### config.mk
export PLATFORM = sky130hd
export DESIGN_NAME = rational_mul_div_reduce_unit_flat
export DESIGN_NICKNAME = d
export VERILOG_FILES = /design/src/hdl/rmdr_pkg.sv /design/src/hdl/rmdr_req_if.sv /design/src/hdl/rational_mul_div_reduce_unit.sv /design/src/flat_wrapper.sv
export SDC_FILE = /design/constraint.sdc
export NUM_CORES = 1
export LEC_CHECK = 0
export BUFFER_PORTS_ARGS = -buffer_cell sky130_fd_sc_hd__buf_2
export CORE_MARGIN = 2
export CORE_UTILIZATION = 45
export DETAILED_ROUTE_END_ITERATION = 7
export HOLD_SLACK_MARGIN = 0.06
export PLACE_DENSITY_LB_ADDON = 0.05
export SLEW_MARGIN = 20
export SYNTH_ARGS = -nofsm -noshare
export SYNTH_HDL_FRONTEND = slang
export SYNTH_SLANG_ARGS = --single-unit
export TNS_END_PERCENT = 30
### constraint.sdc
create_clock -name clk -period 19.7 [get_ports clk]
set_input_delay 0.985 -clock clk [delete_from_list [all_inputs] [get_ports clk]]
set_output_delay 0.985 -clock clk [all_outputs]
set_load 0.02 [all_outputs]
### src/hdl/rmdr_pkg.sv
// Shared types and constants for the rational multiply/divide/reduce unit.
`default_nettype none

package rmdr_pkg;

    // Widths of the result fields.
    localparam int RES_NUM_W = 32;
    localparam int RES_DEN_W = 31;

    // Operation codes.
    localparam logic OP_MUL = 1'b0;
    localparam logic OP_DIV = 1'b1;

    // Sequencer states, one-hot.
    typedef enum logic [7:0] {
        ST_IDLE   = 8'b0000_0001,
        ST_MUL_N  = 8'b0000_0010,
        ST_MUL_D  = 8'b0000_0100,
        ST_CHECK  = 8'b0000_1000,
        ST_GCD    = 8'b0001_0000,
        ST_DIV_N  = 8'b0010_0000,
        ST_DIV_D  = 8'b0100_0000,
        ST_FINISH = 8'b1000_0000
    } state_t;

endpackage : rmdr_pkg

`default_nettype wire

### src/hdl/rmdr_req_if.sv
// Request and response channel interfaces of the rational multiply/divide/reduce unit.
`default_nettype none

interface rmdr_req_if #(
    parameter int PART_WIDTH = 16
);
    logic                         valid;
    logic                         ready;
    logic                         operation;
    logic signed [PART_WIDTH-1:0] a_num;
    logic        [PART_WIDTH-2:0] a_den;
    logic signed [PART_WIDTH-1:0] b_num;
    logic        [PART_WIDTH-2:0] b_den;

    modport source (
        output valid, operation, a_num, a_den, b_num, b_den,
        input  ready
    );
    modport sink (
        input  valid, operation, a_num, a_den, b_num, b_den,
        output ready
    );
endinterface : rmdr_req_if

interface rmdr_rsp_if;
    logic               valid;
    logic               ready;
    logic signed [31:0] res_num;
    logic        [30:0] res_den;
    logic               div_by_zero;

    modport source (
        output valid, res_num, res_den, div_by_zero,
        input  ready
    );
    modport sink (
        input  valid, res_num, res_den, div_by_zero,
        output ready
    );
endinterface : rmdr_rsp_if

`default_nettype wire

### src/hdl/rational_mul_div_reduce_unit.sv
// Rational multiply/divide with reduction to lowest terms, top level.
//
// The req channel carries one item: an operation (multiply or divide) and two
// fractions, each a signed numerator and an unsigned denominator. The rsp
// channel returns one item per request: the reduced fraction and an error
// flag. A divide by a zero fraction, a zero a_den or a multiply by a zero b_den
// returns 0/0 with div_by_zero set; a zero product numerator otherwise gives 0/1.
// Both channels use valid/ready; an item moves when both are high.
// One shared multiplier forms the numerator and then the denominator product. One
// shared subtractor then runs a binary GCD (a shift, subtract or swap per cycle)
// and two restoring divisions by the GCD, one quotient bit per cycle.
// An item passes from acceptance through ST_MUL_N, ST_MUL_D, ST_CHECK, ST_GCD,
// ST_DIV_N and ST_DIV_D to ST_FINISH, which loads the result register.
// Special cases skip the GCD and divisions, going from ST_CHECK to ST_FINISH.
// req.ready is high only while the sequencer is idle. The result sits in an
// output register, so a new item may be accepted while the last result waits;
// if the receiver still stalls when the next result is done, the sequencer
// holds in its final state until the output register frees.
// Reset is asynchronous and active low; it empties the output register and
// returns the sequencer to idle.
`default_nettype none

module rational_mul_div_reduce_unit #(
    parameter int PART_WIDTH = 16
) (
    input  wire logic   clk,
    input  wire logic   rst_n,
    rmdr_req_if.sink    req,
    rmdr_rsp_if.source  rsp
);
    import rmdr_pkg::*;

    localparam int MAG_W  = PART_WIDTH;
    localparam int PROD_W = 2 * PART_WIDTH - 1;
    localparam int SUB_W  = PROD_W + 1;
    localparam int CNT_W  = $clog2(PROD_W);

    state_t state_reg, state_next;

    // Latched operands.
    logic              op_reg;
    logic              neg_reg;
    logic [MAG_W-1:0]  an_reg, bn_reg;
    logic [MAG_W-1:0]  ad_reg, bd_reg;
    logic              err_reg, zero_reg;

    // Working registers.
    logic [PROD_W-1:0] n_reg, d_reg, n_next, d_next;
    logic [PROD_W-1:0] x_reg, y_reg, x_next, y_next;
    logic [PROD_W-1:0] g_reg, g_next;
    logic [CNT_W-1:0]  cnt_reg, cnt_next;
    logic              err_next, zero_next;

    // Output register.
    logic                        out_valid_reg;
    logic signed [RES_NUM_W-1:0] out_num_reg;
    logic        [RES_DEN_W-1:0] out_den_reg;
    logic                        out_err_reg;

    // Operand magnitudes.
    logic [MAG_W-1:0] an_mag, bn_mag;

    // Shared multiplier.
    logic [MAG_W-1:0]   mul_a, mul_b;
    logic [2*MAG_W-1:0] product;

    // Shared subtractor.
    logic [SUB_W-1:0] sub_a, sub_b;
    logic [SUB_W:0]   diff;
    logic             borrow;
    logic [SUB_W-1:0] shifted;
    logic [PROD_W-1:0] rem_step, quo_step;
    logic             cnt_last;

    // Result formatting.
    logic [63:0] num_wide, num_signed, den_wide;
    logic        out_free;

    assign an_mag = req.a_num[PART_WIDTH-1] ? MAG_W'(-req.a_num) : MAG_W'(req.a_num);
    assign bn_mag = req.b_num[PART_WIDTH-1] ? MAG_W'(-req.b_num) : MAG_W'(req.b_num);

    // The multiplier forms the numerator product first, then the denominator.
    always_comb
    begin
        if (state_reg == ST_MUL_N)
        begin
            mul_a = an_reg;
            mul_b = (op_reg == OP_DIV) ? bd_reg : bn_reg;
        end
        else
        begin
            mul_a = ad_reg;
            mul_b = (op_reg == OP_DIV) ? bn_reg : bd_reg;
        end
    end

    assign product = mul_a * mul_b;

    // The subtractor compares x and y during the GCD, and trial-subtracts the
    // GCD from the shifted partial remainder during the divisions.
    assign shifted = {x_reg, y_reg[PROD_W-1]};

    always_comb
    begin
        if (state_reg == ST_GCD)
        begin
            sub_a = {1'b0, x_reg};
            sub_b = {1'b0, y_reg};
        end
        else
        begin
            sub_a = shifted;
            sub_b = {1'b0, g_reg};
        end
    end

    assign diff     = {1'b0, sub_a} - {1'b0, sub_b};
    assign borrow   = diff[SUB_W];
    assign rem_step = borrow ? shifted[PROD_W-1:0] : diff[PROD_W-1:0];
    assign quo_step = {y_reg[PROD_W-2:0], ~borrow};
    assign cnt_last = (cnt_reg == CNT_W'(PROD_W - 1));

    assign out_free = !out_valid_reg || rsp.ready;

    always_comb
    begin
        state_next = state_reg;
        n_next     = n_reg;
        d_next     = d_reg;
        x_next     = x_reg;
        y_next     = y_reg;
        g_next     = g_reg;
        cnt_next   = cnt_reg;
        err_next   = err_reg;
        zero_next  = zero_reg;
        unique case (state_reg)
            ST_IDLE:
            begin
                if (req.valid)
                begin
                    state_next = ST_MUL_N;
                end
            end
            ST_MUL_N:
            begin
                n_next     = product[PROD_W-1:0];
                state_next = ST_MUL_D;
            end
            ST_MUL_D:
            begin
                d_next     = product[PROD_W-1:0];
                state_next = ST_CHECK;
            end
            ST_CHECK:
            begin
                err_next  = (d_reg == '0);
                zero_next = (n_reg == '0);
                x_next    = n_reg;
                y_next    = d_reg;
                if (d_reg == '0 || n_reg == '0)
                begin
                    state_next = ST_FINISH;
                end
                else
                begin
                    state_next = ST_GCD;
                end
            end
            ST_GCD:
            begin
                // Binary GCD; common factors of two are removed from n and d
                // directly, so the odd GCD divides what remains.
                priority if (x_reg == '0 || y_reg == '0)
                begin
                    g_next     = x_reg | y_reg;
                    x_next     = '0;
                    y_next     = n_reg;
                    cnt_next   = '0;
                    state_next = ST_DIV_N;
                end
                else if (!x_reg[0] && !y_reg[0])
                begin
                    x_next = x_reg >> 1;
                    y_next = y_reg >> 1;
                    n_next = n_reg >> 1;
                    d_next = d_reg >> 1;
                end
                else if (!x_reg[0])
                begin
                    x_next = x_reg >> 1;
                end
                else if (!y_reg[0])
                begin
                    y_next = y_reg >> 1;
                end
                else if (!borrow)
                begin
                    x_next = diff[PROD_W-1:0];
                end
                else
                begin
                    x_next = y_reg;
                    y_next = x_reg;
                end
            end
            ST_DIV_N:
            begin
                x_next   = rem_step;
                y_next   = quo_step;
                cnt_next = cnt_reg + 1'b1;
                if (cnt_last)
                begin
                    n_next     = quo_step;
                    x_next     = '0;
                    y_next     = d_reg;
                    cnt_next   = '0;
                    state_next = ST_DIV_D;
                end
            end
            ST_DIV_D:
            begin
                x_next   = rem_step;
                y_next   = quo_step;
                cnt_next = cnt_reg + 1'b1;
                if (cnt_last)
                begin
                    state_next = ST_FINISH;
                end
            end
            ST_FINISH:
            begin
                if (out_free)
                begin
                    state_next = ST_IDLE;
                end
            end
            default:
            begin
                state_next = ST_IDLE;
            end
        endcase
    end

    assign num_wide   = 64'(n_reg);
    assign num_signed = neg_reg ? -num_wide : num_wide;
    assign den_wide   = 64'(y_reg);

    always_ff @(posedge clk or negedge rst_n)
    begin
        if (!rst_n)
        begin
            state_reg     <= ST_IDLE;
            out_valid_reg <= 1'b0;
        end
        else
        begin
            state_reg <= state_next;
            if (state_reg == ST_FINISH && out_free)
            begin
                out_valid_reg <= 1'b1;
            end
            else if (rsp.ready)
            begin
                out_valid_reg <= 1'b0;
            end
        end
    end

    always_ff @(posedge clk)
    begin
        if (state_reg == ST_IDLE && req.valid)
        begin
            op_reg  <= req.operation;
            neg_reg <= req.a_num[PART_WIDTH-1] ^ req.b_num[PART_WIDTH-1];
            an_reg  <= an_mag;
            bn_reg  <= bn_mag;
            ad_reg  <= {1'b0, req.a_den};
            bd_reg  <= {1'b0, req.b_den};
        end
        n_reg    <= n_next;
        d_reg    <= d_next;
        x_reg    <= x_next;
        y_reg    <= y_next;
        g_reg    <= g_next;
        cnt_reg  <= cnt_next;
        err_reg  <= err_next;
        zero_reg <= zero_next;
        if (state_reg == ST_FINISH && out_free)
        begin
            priority if (err_reg)
            begin
                out_num_reg <= '0;
                out_den_reg <= '0;
                out_err_reg <= 1'b1;
            end
            else if (zero_reg)
            begin
                out_num_reg <= '0;
                out_den_reg <= RES_DEN_W'(1);
                out_err_reg <= 1'b0;
            end
            else
            begin
                out_num_reg <= num_signed[RES_NUM_W-1:0];
                out_den_reg <= den_wide[RES_DEN_W-1:0];
                out_err_reg <= 1'b0;
            end
        end
    end

    assign req.ready       = (state_reg == ST_IDLE);
    assign rsp.valid       = out_valid_reg;
    assign rsp.res_num     = out_num_reg;
    assign rsp.res_den     = out_den_reg;
    assign rsp.div_by_zero = out_err_reg;

    // An error result is always 0/0.
    a_err_zero: assert property (@(posedge clk) disable iff (!rst_n)
        rsp.valid && rsp.div_by_zero |-> rsp.res_num == '0 && rsp.res_den == '0)
        else $error("error result is not 0/0");

    // A result without error never has a zero denominator.
    a_den_nonzero: assert property (@(posedge clk) disable iff (!rst_n)
        rsp.valid && !rsp.div_by_zero |-> rsp.res_den != '0)
        else $error("zero denominator without error flag");

    // After an item is accepted the unit is busy.
    a_busy: assert property (@(posedge clk) disable iff (!rst_n)
        req.valid && req.ready |=> !req.ready)
        else $error("request accepted back to back");

    // The GCD never runs with both operands zero.
    a_gcd_live: assert property (@(posedge clk) disable iff (!rst_n)
        state_reg == ST_GCD |-> (x_reg != '0 || y_reg != '0))
        else $error("GCD operands both zero");

endmodule : rational_mul_div_reduce_unit

`default_nettype wire
### src/flat_wrapper.sv
// flat-port wrapper written by rule: the top's interface ports become plain ports
module rational_mul_div_reduce_unit_flat import rmdr_pkg::*;
#(
    parameter int PART_WIDTH = 16
)
  (clk, rst_n, req_valid, req_operation, req_a_num, req_a_den, req_b_num, req_b_den, req_ready, rsp_valid, rsp_res_num, rsp_res_den, rsp_div_by_zero, rsp_ready);
  rmdr_req_if #(.PART_WIDTH(PART_WIDTH)) req_i ();
  rmdr_rsp_if rsp_i ();
  input  wire logic clk;
  input  wire logic rst_n;
  input wire logic [$bits(req_i.valid)-1:0] req_valid;
  input wire logic [$bits(req_i.operation)-1:0] req_operation;
  input wire logic [$bits(req_i.a_num)-1:0] req_a_num;
  input wire logic [$bits(req_i.a_den)-1:0] req_a_den;
  input wire logic [$bits(req_i.b_num)-1:0] req_b_num;
  input wire logic [$bits(req_i.b_den)-1:0] req_b_den;
  output wire logic [$bits(req_i.ready)-1:0] req_ready;
  output wire logic [$bits(rsp_i.valid)-1:0] rsp_valid;
  output wire logic [$bits(rsp_i.res_num)-1:0] rsp_res_num;
  output wire logic [$bits(rsp_i.res_den)-1:0] rsp_res_den;
  output wire logic [$bits(rsp_i.div_by_zero)-1:0] rsp_div_by_zero;
  input wire logic [$bits(rsp_i.ready)-1:0] rsp_ready;
  assign req_i.valid = req_valid;
  assign req_i.operation = req_operation;
  assign req_i.a_num = req_a_num;
  assign req_i.a_den = req_a_den;
  assign req_i.b_num = req_b_num;
  assign req_i.b_den = req_b_den;
  assign req_ready = req_i.ready;
  assign rsp_valid = rsp_i.valid;
  assign rsp_res_num = rsp_i.res_num;
  assign rsp_res_den = rsp_i.res_den;
  assign rsp_div_by_zero = rsp_i.div_by_zero;
  assign rsp_i.ready = rsp_ready;
  rational_mul_div_reduce_unit #(.PART_WIDTH(PART_WIDTH)) u_core (.clk(clk), .rst_n(rst_n), .req(req_i), .rsp(rsp_i));
endmodule
==> results.cfg, run 1 <==
[final_layout]
area_growth_pct = 10.5
antennaDiodeCount = 0
drive_gt1_share_pct = 12.0
n_fill_cell = 5321
final_common_cell = nand2_1
finalNetCount = 3078
mostFrequentLayoutCells = nand2_1, edfxtp_1, inv_1
largest_reg_flops = 32
multi_input_area_um2 = 15100
seq_area_um2 = 8930

[floorplan]
die-area_um2 = 58400
core-area_um2 = 56200
initial_core_util_pct = 45.3
die-height_um = 242
die_w_um = 242
row_count = 87
pin_count = 133

[setup_path]
r2r_cells = 26
crit_start = u_core.state_reg[4]
cp_data_required_time_ns = 20.02
rr_startpoint = u_core.state_reg[4]
reg2reg_slack_ns = 10.89
timing.rr.end = u_core.n_reg[28]
crit_type = reg -> reg
crit_path_max_fanout = 32
critical_path.endpoint = u_core.n_reg[28]
worstPathArrival_ns = 9.13
critPathCaptureType = flip-flop
startpoint_type = flip-flop

[job]
maxCapViolCount = 0

[grt]
first_global_vias = 20500
grt-ovfl-total = 0
grt_usage_pct = 27.8
grt_pass1_wl_um = 125000
grt_max_degree = 65
antenna_found_initial = 0

[cts]
cts.reportedPaths.clkPinSlew_ns = 0.06
cts_tree = done
h-tree-depth = 2
hold_buffers = 0
worstSkewPairLatency_ns = 0.58
clk_path_buf_depth = 3
cts.sinks = 299
cts_resized = 0
cts_made_buffers = 38
postCtsSetupRepairBufs = 0
cts_root_buf = clkbuf_16

[routing]
route.detailed.drc = 0
met3WireLength_um = 3660
viasPerCell = 5.74
wl_met2_um = 39600
wl_per_cell_um = 23.4
ant_nets = 0
num_vias = 19900
routed.top_layer = met4
drtIter0Drc = 1522
wl_met1_um = 33100
drtPass1Iterations = 5
routed_wl_um = 81100

[logic_synthesis]
async_flop_share_pct = 3.01
netlist_instances = 2589
ys_seq_elements = 299
synth_ff_type = edfxtp_1
mappedNetlistArea_um2 = 25400
synth-warning-count = 0
syn_nets = 2986
synth_edf_count = 290
seq_area_frac_synth_pct = 35.1
yosysUniqueCellTypes = 85
avgSynthCellArea_um2 = 9.82

[worst_hold_path]
hp-class = in -> async

[timing]
tightest_slew_ns = 1.07
fmax_mhz = 114
relSlewSlack_pct = 26.3
fin_setup_tns_ns = 0
fin_skew_ns = 0.0221
drv_slew = 0
rsz0062_at_grt = false
period_needed_ns = 8.81
finalHoldViolCount = 0
setup_violations = 0
finalCritPeriodShare_pct = 44.7

[placed_design]
place.gp.congestion = 0.916
hpwl_um = 61300
port_buffers = 132

[status]
outcome = completed
how the worst min path moves through the flow:
stage | startpoint | endpoint | cells past startpoint
2_1_floorplan | u_core.err_reg | u_core.rsp.div_by_zero | 0
3_3_place_gp | u_core.err_reg | u_core.rsp.div_by_zero | 0
3_5_place_dp | u_core.err_reg | u_core.rsp.div_by_zero | 0
4_1_cts | rst_n | u_core.state_reg[1] | 1
5_1_grt | rst_n | u_core.state_reg[2] | 1
6_report | rst_n | u_core.state_reg[1] | 1
worst max-delay path: stages, from the launching register on:
cell and delay [ns]:
dfrtp_1 0.63, nor2_1 0.16, and4b_2 0.26, buf_4 0.27, xnor2_4 0.84, mux2i_1 0.93
nor2_1 0.17, fa_1 0.58, inv_1 0.06, fa_1 0.53, inv_1 0.05, fa_1 0.39
fa_1 0.43, fa_1 0.51, inv_1 0.05, fa_1 0.47, inv_1 0.04, ha_1 0.34
a21oi_1 0.22, o221ai_1 0.17, a221oi_1 0.37, o211ai_1 0.12, a21oi_1 0.18, nor2_1 0.07
xnor2_1 0.26, o21ai_0 0.12, a221o_1 0.30
metrics by stage:
stage | util (%) | setup WS [ns] | instance area (um2) | hold WS (ns) | cells
after global placement | 47.9 | 11.02 | 26900 | 0.534 | 3397
after global routing | 50.0 | 10.23 | 28100 | 0.271 | 3463
final | 50.0 | 10.89 | 28100 | 0.277 | 3463
after detailed placement | 47.9 | 10.90 | 26900 | 0.534 | 3397
after CTS | 50.0 | 10.88 | 28100 | 0.256 | 3463
after floorplan | - | 12.05 | 25400 | 0.467 | 2589
kinds of logic after synthesis:
group / count (synthesis) / share of synthesized area, %
buffers and inverters: 373 / 5.91
flip-flops: 299 / 35.1
multiplexers: 121 / 4.91
AND/OR/NAND/NOR: 898 / 15.8
adder cells (fa/ha/maj): 330 / 22.0
AO/OA/AOI/OAI: 455 / 12.3
XOR/XNOR: 113 / 3.92
metal layers:
| metal | up-vias | GRT usage [%] |
|---|---|---|
| met5 | - | 0 |
| met4 | 0 | 14.4 |
| met3 | 156 | 2.48 |
| met2 | 635 | 48.0 |
| met1 | 9918 | 35.0 |
| li1 | 9160 | - |
synth_stat cells (7+ instances only):
master / count / area, um2
nor2_1: 241 / 905
o21a_1: 8 / 60.1
a22oi_1: 44 / 330
a21oi_1: 74 / 370
a31oi_1: 21 / 131
nand2_1: 421 / 1580
a221o_1: 23 / 230
nor3_1: 14 / 70.1
edfxtp_1: 290 / 8710
nand3_1: 25 / 125
or3_1: 23 / 144
xnor2_1: 56 / 490
o211ai_1: 7 / 52.6
nor4_1: 23 / 144
buf_2: 13 / 65.1
a222oi_1: 8 / 80.1
ha_1: 136 / 1700
a211oi_1: 27 / 203
buf_1: 14 / 52.6
o221ai_1: 8 / 70.1
inv_1: 248 / 931
fa_1: 194 / 3880
o31ai_1: 18 / 135
xor2_1: 56 / 490
dfrtp_1: 8 / 200
o21bai_1: 11 / 82.6
mux2_2: 26 / 293
or2_2: 35 / 219
mux2i_1: 92 / 921
nand2b_1: 15 / 93.8
o21ai_0: 117 / 586
nand4_1: 17 / 106
a22o_1: 15 / 131
a21o_1: 28 / 210
and2_1: 38 / 238
clkbuf_1: 84 / 315
final cells by class:
cell class / count / share of cell area (%)
multi-input cells: 1917 / 53.6
clock inverters: 19 / 0.686
well taps: 756 / 3.37
clock buffers: 47 / 3.65
repair buffers: 177 / 3.55
flip-flops and latches: 299 / 31.8
inverters: 248 / 3.31
Power of run 1 is not shown: default switching activity piles up to over one toggle a cycle in this logic, so the estimate is an artifact.
==> run 2: changes to the inputs <==
- clock period: 19.7 -> 8.4 ns (I/O delays scaled with it)
==> results.cfg, run 2 (synthesis results as in run 1) <==
[timing]
rsz0062_at_grt = false
finalHoldViolCount = 0
relSlewSlack_pct = 28.9
finalCritPeriodShare_pct = 94.8
setup_violations = 0
drv_slew = 0
fin_skew_ns = 0.0255
tightest_slew_ns = 1.06
fin_setup_tns_ns = 0
fmax_mhz = 126
period_needed_ns = 7.96

[cts]
worstSkewPairLatency_ns = 0.57
cts_root_buf = clkbuf_16
cts.reportedPaths.clkPinSlew_ns = 0.05
cts.sinks = 299
h-tree-depth = 2
cts_tree = done
cts_made_buffers = 38
clk_path_buf_depth = 3

[final_layout]
largest_reg_flops = 32
drive_gt1_share_pct = 12.5
final_area_um2 = 28600
finalNetCount = 3124
mostFrequentLayoutCells = nand2_1, edfxtp_1, inv_1
antennaDiodeCount = 0
area_growth_pct = 12.5
final_common_cell = nand2_1

[floorplan]
core-area_um2 = 56200
die-height_um = 242
die_w_um = 242
row_count = 87
pin_count = 133
initial_core_util_pct = 45.3
die-area_um2 = 58400

[grt]
first_global_vias = 20500
grt-ovfl-total = 0
grt_pass1_wl_um = 126000
antenna_found_initial = 0
grt_max_degree = 65
grt_usage_pct = 28.1

[setup_path]
rr_startpoint = u_core.state_reg[7]
cpPeakStageDelay_ns = 0.57
cp_common_cell = fa_1
path_buf_inv = 4
startpoint_type = flip-flop
worst-path-stages = 24
crit_start = u_core.state_reg[7]
crit_type = reg -> reg
r2r_cells = 24
critical_path.endpoint = u_core.d_reg[27]
critPathCaptureType = flip-flop
cp_data_required_time_ns = 8.71
crit_chain = nor4_4 -> and4b_4 -> buf_8 -> mux2_2 -> nand2_1 -> fa_1 -> fa_1 -> fa_1 -> fa_1 -> inv_1 -> fa_1 -> inv_1 -> fa_1 -> inv_1 -> ha_1 -> o21ai_0 -> nor2_1 -> a211oi_1 -> o211ai_1 -> a2111oi_4 -> o21bai_1 -> a21oi_1 -> xnor2_1 -> mux2_2
critPathSlowestCell = fa_1
worstPathArrival_ns = 8.27
reg2reg_slack_ns = 0.44
critical-path-top-delay-family = adder cells
crit_path_max_fanout = 31
timing.rr.end = u_core.d_reg[27]

[routing]
routed_wl_um = 82200
wl_per_cell_um = 23.4
drtIter0Drc = 1631
num_vias = 20100
drtPass1Iterations = 8
route.detailed.drc = 0
viasPerCell = 5.71
ant_nets = 0

[placed_design]
hpwl_um = 62000
place.gp.congestion = 0.922
port_buffers = 132
postPlaceCellArea_um2 = 27000

[worst_hold_path]
hp-class = in -> reg
min_path_cells = 2
hold_path.startpoint = req_valid

[job]
maxCapViolCount = 0

[status]
outcome = completed
[run 2: changes by cell type in the layout (fill, tap and decap cells not counted), sizes merged]
cell	delta
buf	+11
clkinv	+4
dlygate4sd3	+34
clkinvlp	-1
clkbuf	-3
xnor2	+1
[run 2: worst min path at each step]
stage | slack (ns) | endpoint
after floorplan | 0.12 | u_core.rsp.valid
after global placement | 0.28 | u_core.rsp.valid
after detailed placement | 0.28 | u_core.rsp.valid
after CTS | 0.09 | u_core.state_reg[1]
after global routing | 0.13 | u_core.state_reg[1]
final | 0.11 | u_core.state_reg[1]
[run 2: layout make-up]
| type | count | area [um2] |
|---|---|---|
| Sequential cell | 299 | 8930 |
| Tap cell | 756 | 946 |
| Multi-Input combinational cell | 1918 | 15100 |
| Clock buffer | 44 | 995 |
| Fill cell | 5253 | 27600 |
| Inverter | 248 | 931 |
| Timing Repair Buffer | 222 | 1440 |
| Clock inverter | 22 | 208 |
[run 2: stage by stage]
stage | utilization [%] | cells | setup WS [ns] | hold WS (ns)
floorplan | - | 2589 | 0.750 | 0.124
global route | 50.9 | 3509 | 0.0199 | 0.133
global placement | 48.0 | 3408 | 0.170 | 0.278
finish | 50.9 | 3509 | 0.437 | 0.112
detailed placement | 48.0 | 3408 | 0.0374 | 0.281
CTS | 50.8 | 3508 | 0.0428 | 0.0891
[run 2: worst register-to-register path: cells and delay by family (launching register included)]
kind / cells / cell delay [ns]
AOI/OAI and AO/OA: 6 / 1.58
xor gates and xnor gates: 1 / 0.11
adders and majority gates: 7 / 3.27
buffers and inverters: 4 / 0.44
DFF: 1 / 0.42
muxes: 2 / 0.82
and+or+nand+nor: 4 / 1.06
[run 2: per-layer routing]
| layer | up-vias | wire length (um) | GRT usage [%] |
|---|---|---|---|
| li1 | 9269 | - | - |
| met5 | - | 0 | 0 |
| met3 | 150 | 3810 | 2.57 |
| met1 | 9947 | 34600 | 36.4 |
| met2 | 686 | 39500 | 47.6 |
| met4 | 0 | 4290 | 13.4 |
[run 2: what timing repair did]
action	4_1_cts	5_1_grt
hold endpoints to repair	42	0
setup buffers	0	0
endpoints found under the setup margin	0	22
hold buffers	34	0
gates resized for setup	0	11
Power of run 2 is left out for the same reason.
